### config.mk
export PLATFORM = sky130hd
export DESIGN_NAME = utf8_validate_min_three_byte
export DESIGN_NICKNAME = d
export VERILOG_FILES = /design/src/design/u8v_pkg.sv /design/src/design/utf8_validate_min_three_byte.sv /design/src/design/u8v_step.sv
export SDC_FILE = /design/constraint.sdc
export NUM_CORES = 1
export LEC_CHECK = 0
export BUFFER_PORTS_ARGS = -buffer_cell sky130_fd_sc_hd__buf_2
export CORE_MARGIN = 4
export CORE_UTILIZATION = 29
export CTS_BUF_LIST = sky130_fd_sc_hd__clkbuf_8
export DETAILED_ROUTE_END_ITERATION = 7
export SETUP_SLACK_MARGIN = 0.3
export SLEW_MARGIN = 30
export SYNTH_ARGS = -nofsm -noshare
export SYNTH_HDL_FRONTEND = slang
export SYNTH_SLANG_ARGS = --single-unit
export TNS_END_PERCENT = 1
### constraint.sdc
create_clock -name clk -period 1.98 [get_ports clk]
set_input_delay 0.396 -clock clk [delete_from_list [all_inputs] [get_ports clk]]
set_output_delay 0.396 -clock clk [all_outputs]
set_load 0.01 [all_outputs]
### src/design/u8v_pkg.sv
// ----------------------------------------------------------------------------
// u8v_pkg
// Types and byte-range constants for the UTF-8 validator.
// ----------------------------------------------------------------------------
package u8v_pkg;

    localparam logic [7:0] ASCII_MAX    = 8'h7F;
    localparam logic [7:0] BAD_LEAD_MIN = 8'h80;
    localparam logic [7:0] BAD_LEAD_MAX = 8'hC1;
    localparam logic [7:0] LEAD2_MIN    = 8'hC2;
    localparam logic [7:0] LEAD2_MAX    = 8'hDF;
    localparam logic [7:0] LEAD3_MIN    = 8'hE0;
    localparam logic [7:0] LEAD3_MAX    = 8'hEF;
    localparam logic [7:0] LEAD4_MIN    = 8'hF0;
    localparam logic [7:0] LEAD4_MAX    = 8'hF4;

    localparam logic [1:0] CONT_TAG = 2'b10;
    localparam logic [7:0] TERMINATOR = 8'h00;

    localparam logic [1:0] PEND_NONE  = 2'd0;
    localparam logic [1:0] PEND_LEAD2 = 2'd1;
    localparam logic [1:0] PEND_LEAD3 = 2'd2;
    localparam logic [1:0] PEND_LEAD4 = 2'd3;

    typedef struct packed {
        logic [1:0] pending;
        logic       long_seen;
        logic       error_seen;
        logic       cur_long;
    } state_t;

    typedef struct packed {
        logic verdict;
        logic malformed;
        logic saw_long_sequence;
    } result_t;

endpackage

### src/design/utf8_validate_min_three_byte.sv
// ----------------------------------------------------------------------------
// utf8_validate_min_three_byte: UTF-8 check of zero-terminated byte strings.
// The terminator beat is registered in the input stage, then its verdict in the result register.
// Throughput: one byte beat per cycle; stalls only when a result is held.
// Reset: asynchronous, clears scan state and both valid stages.
// ----------------------------------------------------------------------------
module utf8_validate_min_three_byte
(
    input  logic       clk,
    input  logic       rst_n,
    input  logic       byte_valid,
    output logic       byte_stall,
    input  logic [7:0] text_byte,
    output logic       result_valid,
    input  logic       result_stall,
    output logic       verdict,
    output logic       malformed,
    output logic       saw_long_sequence
);
    import u8v_pkg::*;

    logic       in_valid_reg;
    logic [7:0] in_byte_reg;
    state_t     state_reg;
    state_t     state_next;
    result_t    res_next;
    result_t    res_reg;
    logic       out_valid_reg;
    logic       out_free;
    logic       is_term;
    logic       advance;

    u8v_step u_step
    (
        .cur       (state_reg),
        .text_byte (in_byte_reg),
        .nxt       (state_next),
        .res       (res_next)
    );

    assign out_free   = !out_valid_reg || !result_stall;
    assign is_term    = (in_byte_reg == TERMINATOR);
    // only a terminator needs the result register
    assign advance    = in_valid_reg && (!is_term || out_free);
    assign byte_stall = in_valid_reg && !advance;

    always_ff @(posedge clk or negedge rst_n)
    begin
        if (!rst_n)
        begin
            in_valid_reg  <= 1'b0;
            out_valid_reg <= 1'b0;
            state_reg     <= '0;
        end
        else
        begin
            if (!byte_stall)
                in_valid_reg <= byte_valid;
            if (advance)
                state_reg <= state_next;
            if (out_free)
                out_valid_reg <= advance && is_term;
        end
    end

    always_ff @(posedge clk)
    begin
        if (byte_valid && !byte_stall)
            in_byte_reg <= text_byte;
        if (advance && is_term && out_free)
            res_reg <= res_next;
    end

    assign result_valid      = out_valid_reg;
    assign verdict           = res_reg.verdict;
    assign malformed         = res_reg.malformed;
    assign saw_long_sequence = res_reg.saw_long_sequence;

`ifndef SYNTHESIS
    a_err_no_pending: assert property (@(posedge clk) disable iff (!rst_n)
        state_reg.error_seen |-> state_reg.pending == PEND_NONE)
        else $error("error state with open sequence");

    a_long_open: assert property (@(posedge clk) disable iff (!rst_n)
        state_reg.cur_long |-> state_reg.pending != PEND_NONE)
        else $error("long flag without open sequence");

    a_stall_on_term: assert property (@(posedge clk) disable iff (!rst_n)
        byte_stall |-> in_valid_reg && is_term && out_valid_reg)
        else $error("byte stall without held terminator");

    a_verdict_clean: assert property (@(posedge clk) disable iff (!rst_n)
        result_valid && verdict |-> !malformed && saw_long_sequence)
        else $error("verdict set on bad string");
`endif

endmodule

### src/design/u8v_step.sv
// ----------------------------------------------------------------------------
// u8v_step
// Per-byte decode: next scan state and end-of-string verdict.
// ----------------------------------------------------------------------------
module u8v_step
(
    input  u8v_pkg::state_t  cur,
    input  logic [7:0]       text_byte,
    output u8v_pkg::state_t  nxt,
    output u8v_pkg::result_t res
);
    import u8v_pkg::*;

    logic bad;
    logic [1:0] pend_dec;

    assign bad      = cur.error_seen || (cur.pending != PEND_NONE);
    assign pend_dec = cur.pending - 2'd1;

    always_comb
    begin
        res.verdict           = !bad && cur.long_seen;
        res.malformed         = bad;
        res.saw_long_sequence = cur.long_seen;

        nxt = cur;
        if (text_byte == TERMINATOR)
        begin
            nxt = '0;
        end
        else if (cur.error_seen)
        begin
            nxt = cur;
        end
        else if (cur.pending != PEND_NONE)
        begin
            if (text_byte[7:6] != CONT_TAG)
            begin
                // not a continuation byte; it is not retried as a lead
                nxt.error_seen = 1'b1;
                nxt.pending    = PEND_NONE;
                nxt.cur_long   = 1'b0;
            end
            else
            begin
                nxt.pending = pend_dec;
                if (pend_dec == PEND_NONE)
                begin
                    nxt.long_seen = cur.long_seen | cur.cur_long;
                    nxt.cur_long  = 1'b0;
                end
            end
        end
        else if (text_byte inside {[BAD_LEAD_MIN:BAD_LEAD_MAX]})
        begin
            nxt.error_seen = 1'b1;
        end
        else if (text_byte inside {[LEAD2_MIN:LEAD2_MAX]})
        begin
            nxt.pending  = PEND_LEAD2;
            nxt.cur_long = 1'b0;
        end
        else if (text_byte inside {[LEAD3_MIN:LEAD3_MAX]})
        begin
            nxt.pending  = PEND_LEAD3;
            nxt.cur_long = 1'b1;
        end
        else if (text_byte inside {[LEAD4_MIN:LEAD4_MAX]})
        begin
            nxt.pending  = PEND_LEAD4;
            nxt.cur_long = 1'b1;
        end
        else if (text_byte > LEAD4_MAX)
        begin
            nxt.error_seen = 1'b1;
        end
        else
        begin
            nxt = cur;  // plain ASCII, 0x01 up to ASCII_MAX
        end
    end

endmodule

-- Word-level counts from Yosys, hierarchy flattened
Cells that the tools add are included.
- register bits after elaboration: 18
- bits in latches: 0
- memory bits (writable): 0
- memory bits (read-only): 0
- input bits: 12
- output and inout bits: 5
- logic and storage cells: 76
- memories: 0
- $add $sub $neg: 1
- multiply operators: 0
- divide/modulo/power cells: 0
- $lt $le $gt $ge: 9
- equality and inequality tests: 5
- shift operators: 0
- muxes and demuxes: 22
- bitwise operators: 1
- reductions and logical operators: 28
- operators by type and width (cell ; number):
    >= comparator 8 bit, second input constant ; 4
    <= comparator 8 bit, second input constant ; 4
    two-way mux 5 bit ; 3
    two-way mux 1 bit ; 12
    two-way mux 2 bit ; 6
    logical AND 1 bit ; 10
    AND reduction 5 bit ; 2
    greater-than comparator 8 bit, second input constant ; 1
    zero test 8 bit ; 1
    zero test 1 bit ; 6
    nonzero test 2 bit ; 3
    nonzero test 5 bit ; 1
    inequality test 2 bit, second input constant ; 2
    inequality test 4 bit, second input constant ; 1
    AND reduction 4 bit ; 1
    logical OR 1 bit ; 3
    two-way mux 3 bit ; 1
    inequality test 3 x 2 -> 1 bit, second input constant ; 1
    zero test 2 bit ; 1
    inequality test 2 x 1 -> 1 bit, second input constant ; 1
    subtractor 2 x 1 -> 2 bit, second input constant ; 1
    OR 1 bit ; 1

-- Longest topological paths before layout
- depth in word-level cells: 9
- mapped depth: 6
- mapped depth without buffers: 6

-- Cells and area by module
From an unflattened synthesis, not the netlist that was laid out.
- cells, all modules: 79
- area total of the unflattened synthesis: 938.4 µm²
- by module, submodules not included (module ; instances ; cells an instance ; area each (µm²) ; sequential area each (µm²)):
    utf8_validate_min_three_byte ; 1 ; 34 ; 651.9 ; 505.5
    u8v_step ; 1 ; 45 ; 286.5 ; 0.0

-- Worst setup path before layout
Ideal clock, no wire load.
- kind: register to register
- start: register in_byte_reg[4]
- end: register in_byte_reg[0] (enable)
- library setup time: 0.277 ns
- arrival time: 1.629 ns
- data required time: 1.703 ns
- slack: 0.074 ns
- cell stages (with the launch flop): 5
- path buffers: 0
- clock period less this slack: 1.906 ns
- cell sequence: edfxtp_1 > or4_4 > nor3_2 > nand4_1 > and2_1
- word-level cells in the longest chain between the ends: 8
- RTL lines (what ; RTL line ; source):
    start, declared ; utf8_validate_min_three_byte.sv:23 ; logic [7:0] in_byte_reg;
    start signal, assigned ; utf8_validate_min_three_byte.sv:69 ; in_byte_reg <= text_byte;
    zero test 8 bit ; utf8_validate_min_three_byte.sv:42 ; assign is_term = (in_byte_reg == TERMINATOR);
    zero test 1 bit ; utf8_validate_min_three_byte.sv:44 ; assign advance = in_valid_reg && (!is_term || out_free);
    logical OR 1 bit ; utf8_validate_min_three_byte.sv:44 ;
    logical AND 1 bit ; utf8_validate_min_three_byte.sv:44 ;
    zero test 1 bit ; utf8_validate_min_three_byte.sv:45 ; assign byte_stall = in_valid_reg && !advance;
    logical AND 1 bit ; utf8_validate_min_three_byte.sv:45 ;
    zero test 1 bit ; utf8_validate_min_three_byte.sv:68 ; if (byte_valid && !byte_stall)
    logical AND 1 bit ; utf8_validate_min_three_byte.sv:68 ;
Every way passes these cells.
A chain may end at the register's enable or synchronous reset.

-- Worst setup path after layout
- start: register in_byte_reg[1]
- end: output byte_stall
- word-level cells in the longest chain between the ends: 6
- RTL lines (what ; RTL line ; source):
    zero test 8 bit ; utf8_validate_min_three_byte.sv:42 ;
    zero test 1 bit ; utf8_validate_min_three_byte.sv:44 ;
    logical OR 1 bit ; utf8_validate_min_three_byte.sv:44 ;
    logical AND 1 bit ; utf8_validate_min_three_byte.sv:44 ;
    zero test 1 bit ; utf8_validate_min_three_byte.sv:45 ;
    logical AND 1 bit ; utf8_validate_min_three_byte.sv:45 ;
    end, declared ; utf8_validate_min_three_byte.sv:12 ; output logic byte_stall,
Every way passes these cells.

==> impl_results.md <==
- Final weighted congestion in routability-driven placement: 0.845
- Classification of the worst-slack hold path: input pin to flip-flop
- Main combinational cell family by area after synthesis: simple AND/OR/NAND/NOR gates
- Number of enable-type register cells in the synthesized netlist: 11
- Start-to-end type of the worst setup path: flip-flop to primary output
- Design Area, Final: 0.00123 mm^2
- Flip-flop and latch count after synthesis: 18
- Max Buffers Root-to-Sink: 2
- Fraction of layout cells with a size suffix above 1: 36.6%
- Initial antenna violation count: 0
- Die X-Extent: 64.9 um
- Worst skew pair latency: 0.25 ns
- FFs w/ async S/R, synth: 38.9%
- Synthesized instance count: 82
- Net Count, Synth: 96
- Vias per cell: 4.94
- CP Data Required Time: 1.58 ns
- Final clock period utilization by the worst path: 105%
- Wire length after detailed routing: 1900 um
- Count of placed standard cells in the final layout, fillers left out: 156
- Xor and xnor area share after synthesis: 0%
- Synth-to-layout area growth: 31.3%
- Maximum fanout along the worst path: 2
- Final WS setup: -0.107 ns
- Post-DP Area: 0.00113 mm^2
- Status: finished, violations left
- Fin Clk Skew: 0.00102 ns
- Total of warnings raised by yosys: 0
- Setup Viol. Count Final: 1
- Routed wire per std cell: 12.2 um
- Synthesized cell area: 940 um^2
- Fraction of the mapped netlist area in adder cells: 2.66%
- Antenna diodes: 0
- RSZ-0062 raised after global routing: yes
- Top FF cell, synth: sky130_fd_sc_hd__edfxtp_1
- Unique cell type count in the Yosys netlist: 36
- Row count: 20
- Number of placed instances with taps included: 148
- Area share of the largest cell type after synthesis: 35.2%
- Mux contribution to synthesized area: 1.46%
- Via count: 771
- Final hold violation count: 0
- First drt pass iteration count: 4
- GR Overflow Total: 0
- Mapped Avg Cell Area: 11.5 um^2
- Violated checks: negative setup slack
- Setup crit start kind: flip-flop
- Slew margin rel.: 67.2%
- Largest cells by area after synthesis: sky130_fd_sc_hd__edfxtp_1, sky130_fd_sc_hd__dfrtp_1, sky130_fd_sc_hd__o211ai_1, sky130_fd_sc_hd__inv_1, sky130_fd_sc_hd__o311ai_4
- Post-detailed-placement half-perimeter wirelength: 1480 um
- Endpoint class of the critical path: primary output
- Core Footprint: 0.00308 mm^2
- Number of global-route vias before repair: 790
- First-pass GRT wire length: 3410 um
- Clock root buffer: sky130_fd_sc_hd__clkbuf_8
- Number of sinks driven by the clock tree: 18
- Cell type with the highest aggregate area in the netlist: sky130_fd_sc_hd__edfxtp_1
- # DRC: 0
- DR iter-0 viols: 17
- Largest net degree at the start of global routing: 11
- Max Cap Viol: 0
- Final Util: 40.1%
- Remaining antenna violation count: 0
- TritonCTS clock tree: yes
- Number of flip-flops under the largest register name: 8
- Die Outline Area: 0.00421 mm^2
- Number of levels in the clock H-tree: 1
- Clock transition time at the flip-flop clock pins of the worst setup and hold paths: 0.06 ns
- Post-route minimum period: 2.09 ns
- Final max-slew violation count: 0
- Part of the Yosys area used for sequential elements: 53.8%
- Leakage power figure: 0.531 nW
- Final hold slack: 0.316 ns
- Total routing usage reported by global routing: 10.2%
- Top-level I/O count: 17
- Arr. time, crit path: 1.69 ns
- Fraction of the mapped netlist area in simple logic gates: 19.4%
- FMAX: 479 MHz
- Number of CTS-inserted buffers: 3
- Power per cell area: 665 mW/mm^2
- Initial Utilization: 30.5%
- DIE HEIGHT: 64.9 um
- PortBufs: 16
- Compound-gate portion of the synthesized area: 18.1%
- Largest voltage drop on the vdd net: 0.327 mV
- Worst slew pin tran: 0.487 ns
- Total Nets Final: 127
==> path summary, 6_finish.rpt <==
path | end | slack [ns] | startpoint | depth (start not counted)
worst max-delay path | byte_stall | -0.11 | in_byte_reg[1]$_DFFE_PP_ | 5
worst min-delay path | in_byte_reg[4]$_DFFE_PP_ | 0.32 | text_byte[4] | 1
worst max register to register | in_byte_reg[3]$_DFFE_PP_ | 0.14 | in_byte_reg[1]$_DFFE_PP_ | 5
worst min register to register | saw_long_sequence$_DFFE_PP_ | 0.45 | state_reg[2]$_DFFE_PN0P_ | 0
max in group asynchronous | in_valid_reg$_DFFE_PN0N_ | 1.31 | rst_n | 2
min in group asynchronous | state_reg[1]$_DFFE_PN0P_ | 0.51 | rst_n | 2
==> power by group <==
part           leakage (nW)  switching, W  internal (W)
registers             0.177     0.0000246      0.000426
clock network        0.0269      0.000116      0.000138
logic                 0.327     0.0000599     0.0000567
total                 0.531      0.000200      0.000620
==> cell usage in the layout, fill, tap and decap left out, types with 2 or more instances in the layout <==
| cell | Yosys | layout |
|---|---|---|
| sky130_fd_sc_hd__inv_1 | 9 | 9 |
| sky130_fd_sc_hd__or3_1 | 2 | 2 |
| sky130_fd_sc_hd__buf_2 | 1 | 15 |
| sky130_fd_sc_hd__a21oi_1 | 4 | 4 |
| sky130_fd_sc_hd__nand2_1 | 5 | 5 |
| sky130_fd_sc_hd__edfxtp_1 | 11 | 11 |
| sky130_fd_sc_hd__buf_4 | 0 | 10 |
| sky130_fd_sc_hd__nor2_1 | 2 | 2 |
| sky130_fd_sc_hd__dfrtp_1 | 7 | 7 |
| sky130_fd_sc_hd__clkbuf_8 | 0 | 3 |
| sky130_fd_sc_hd__ha_1 | 2 | 2 |
| sky130_fd_sc_hd__o211ai_1 | 5 | 5 |
| sky130_fd_sc_hd__o2111ai_1 | 2 | 2 |
| sky130_fd_sc_hd__nand2b_1 | 2 | 2 |
| sky130_fd_sc_hd__o21ai_0 | 2 | 2 |
| sky130_fd_sc_hd__inv_2 | 1 | 2 |
| sky130_fd_sc_hd__nand3_1 | 2 | 2 |
| sky130_fd_sc_hd__nand4_1 | 4 | 4 |
==> layer usage <==
metal,GRT usage (%),vias to the layer above,wire length [um]
met2,16.7,22,922
met5,0,-,0
met3,3.47,3,119
met1,12.8,374,845
li1,-,372,-
met4,2.90,0,11
==> Yosys cell counts (all sizes together) (2+ instances only) <==
cell     number
edfxtp       11
inv          10
dfrtp         7
nand2         5
o211ai        5
a21oi         4
nand4         4
and3          3
a22oi         2
ha            2
nand2b        2
nand3         2
nor2          2
nor3          2
nor4          2
o2111ai       2
o21ai         2
or3           2
==> cell type report <==
type                       instances  area (um^2)
clock buffer                       3         41.3
clock inverter                     1         3.75
fill                             303         1840
inverter                          10         37.5
multi-input combinational         53          419
sequential                        18          505
tap                               44         55.1
timing repair buffer              27          171
==> kinds of logic (layout without fill, tap and decap cells) <==
| logic type | Yosys count | count (layout) |
|---|---|---|
| flip-flops | 18 | 18 |
| multiplexers | 1 | 1 |
| AO/OA/AOI/OAI | 21 | 21 |
| AND/OR/NAND/NOR | 29 | 29 |
| buffers and inverters | 11 | 41 |
| adder cells (fa/ha/maj) | 2 | 2 |
==> timing repair <==
action,4_1_cts,5_1_grt
hold buffers,1,0
pin swaps,4,1
resized for setup,4,0
hold endpoints to repair,7,0
setup endpoints to repair,17,18
setup buffers,3,0
==> through the flow <==
stage | power (W) | TNS [ns] | setup WS [ns]
6_report | 0.000821 | -0.107 | -0.107
5_1_grt | 0.000867 | -0.237 | -0.237
4_1_cts | 0.000829 | -0.124 | -0.124
3_5_place_dp | 0.000566 | 0 | 0.0974
3_3_place_gp | 0.000562 | 0 | 0.140
2_1_floorplan | 0.000524 | 0 | 0.193
==> critical path, cell delays in order, from the launching register on <==
cell and delay (ns):
sky130_fd_sc_hd__edfxtp_1 0.38, sky130_fd_sc_hd__or4_4 0.57, sky130_fd_sc_hd__nor3_4 0.14, sky130_fd_sc_hd__nand4_1 0.16
sky130_fd_sc_hd__inv_2 0.09, sky130_fd_sc_hd__buf_6 0.10
Power figures use the tool's default switching activity.
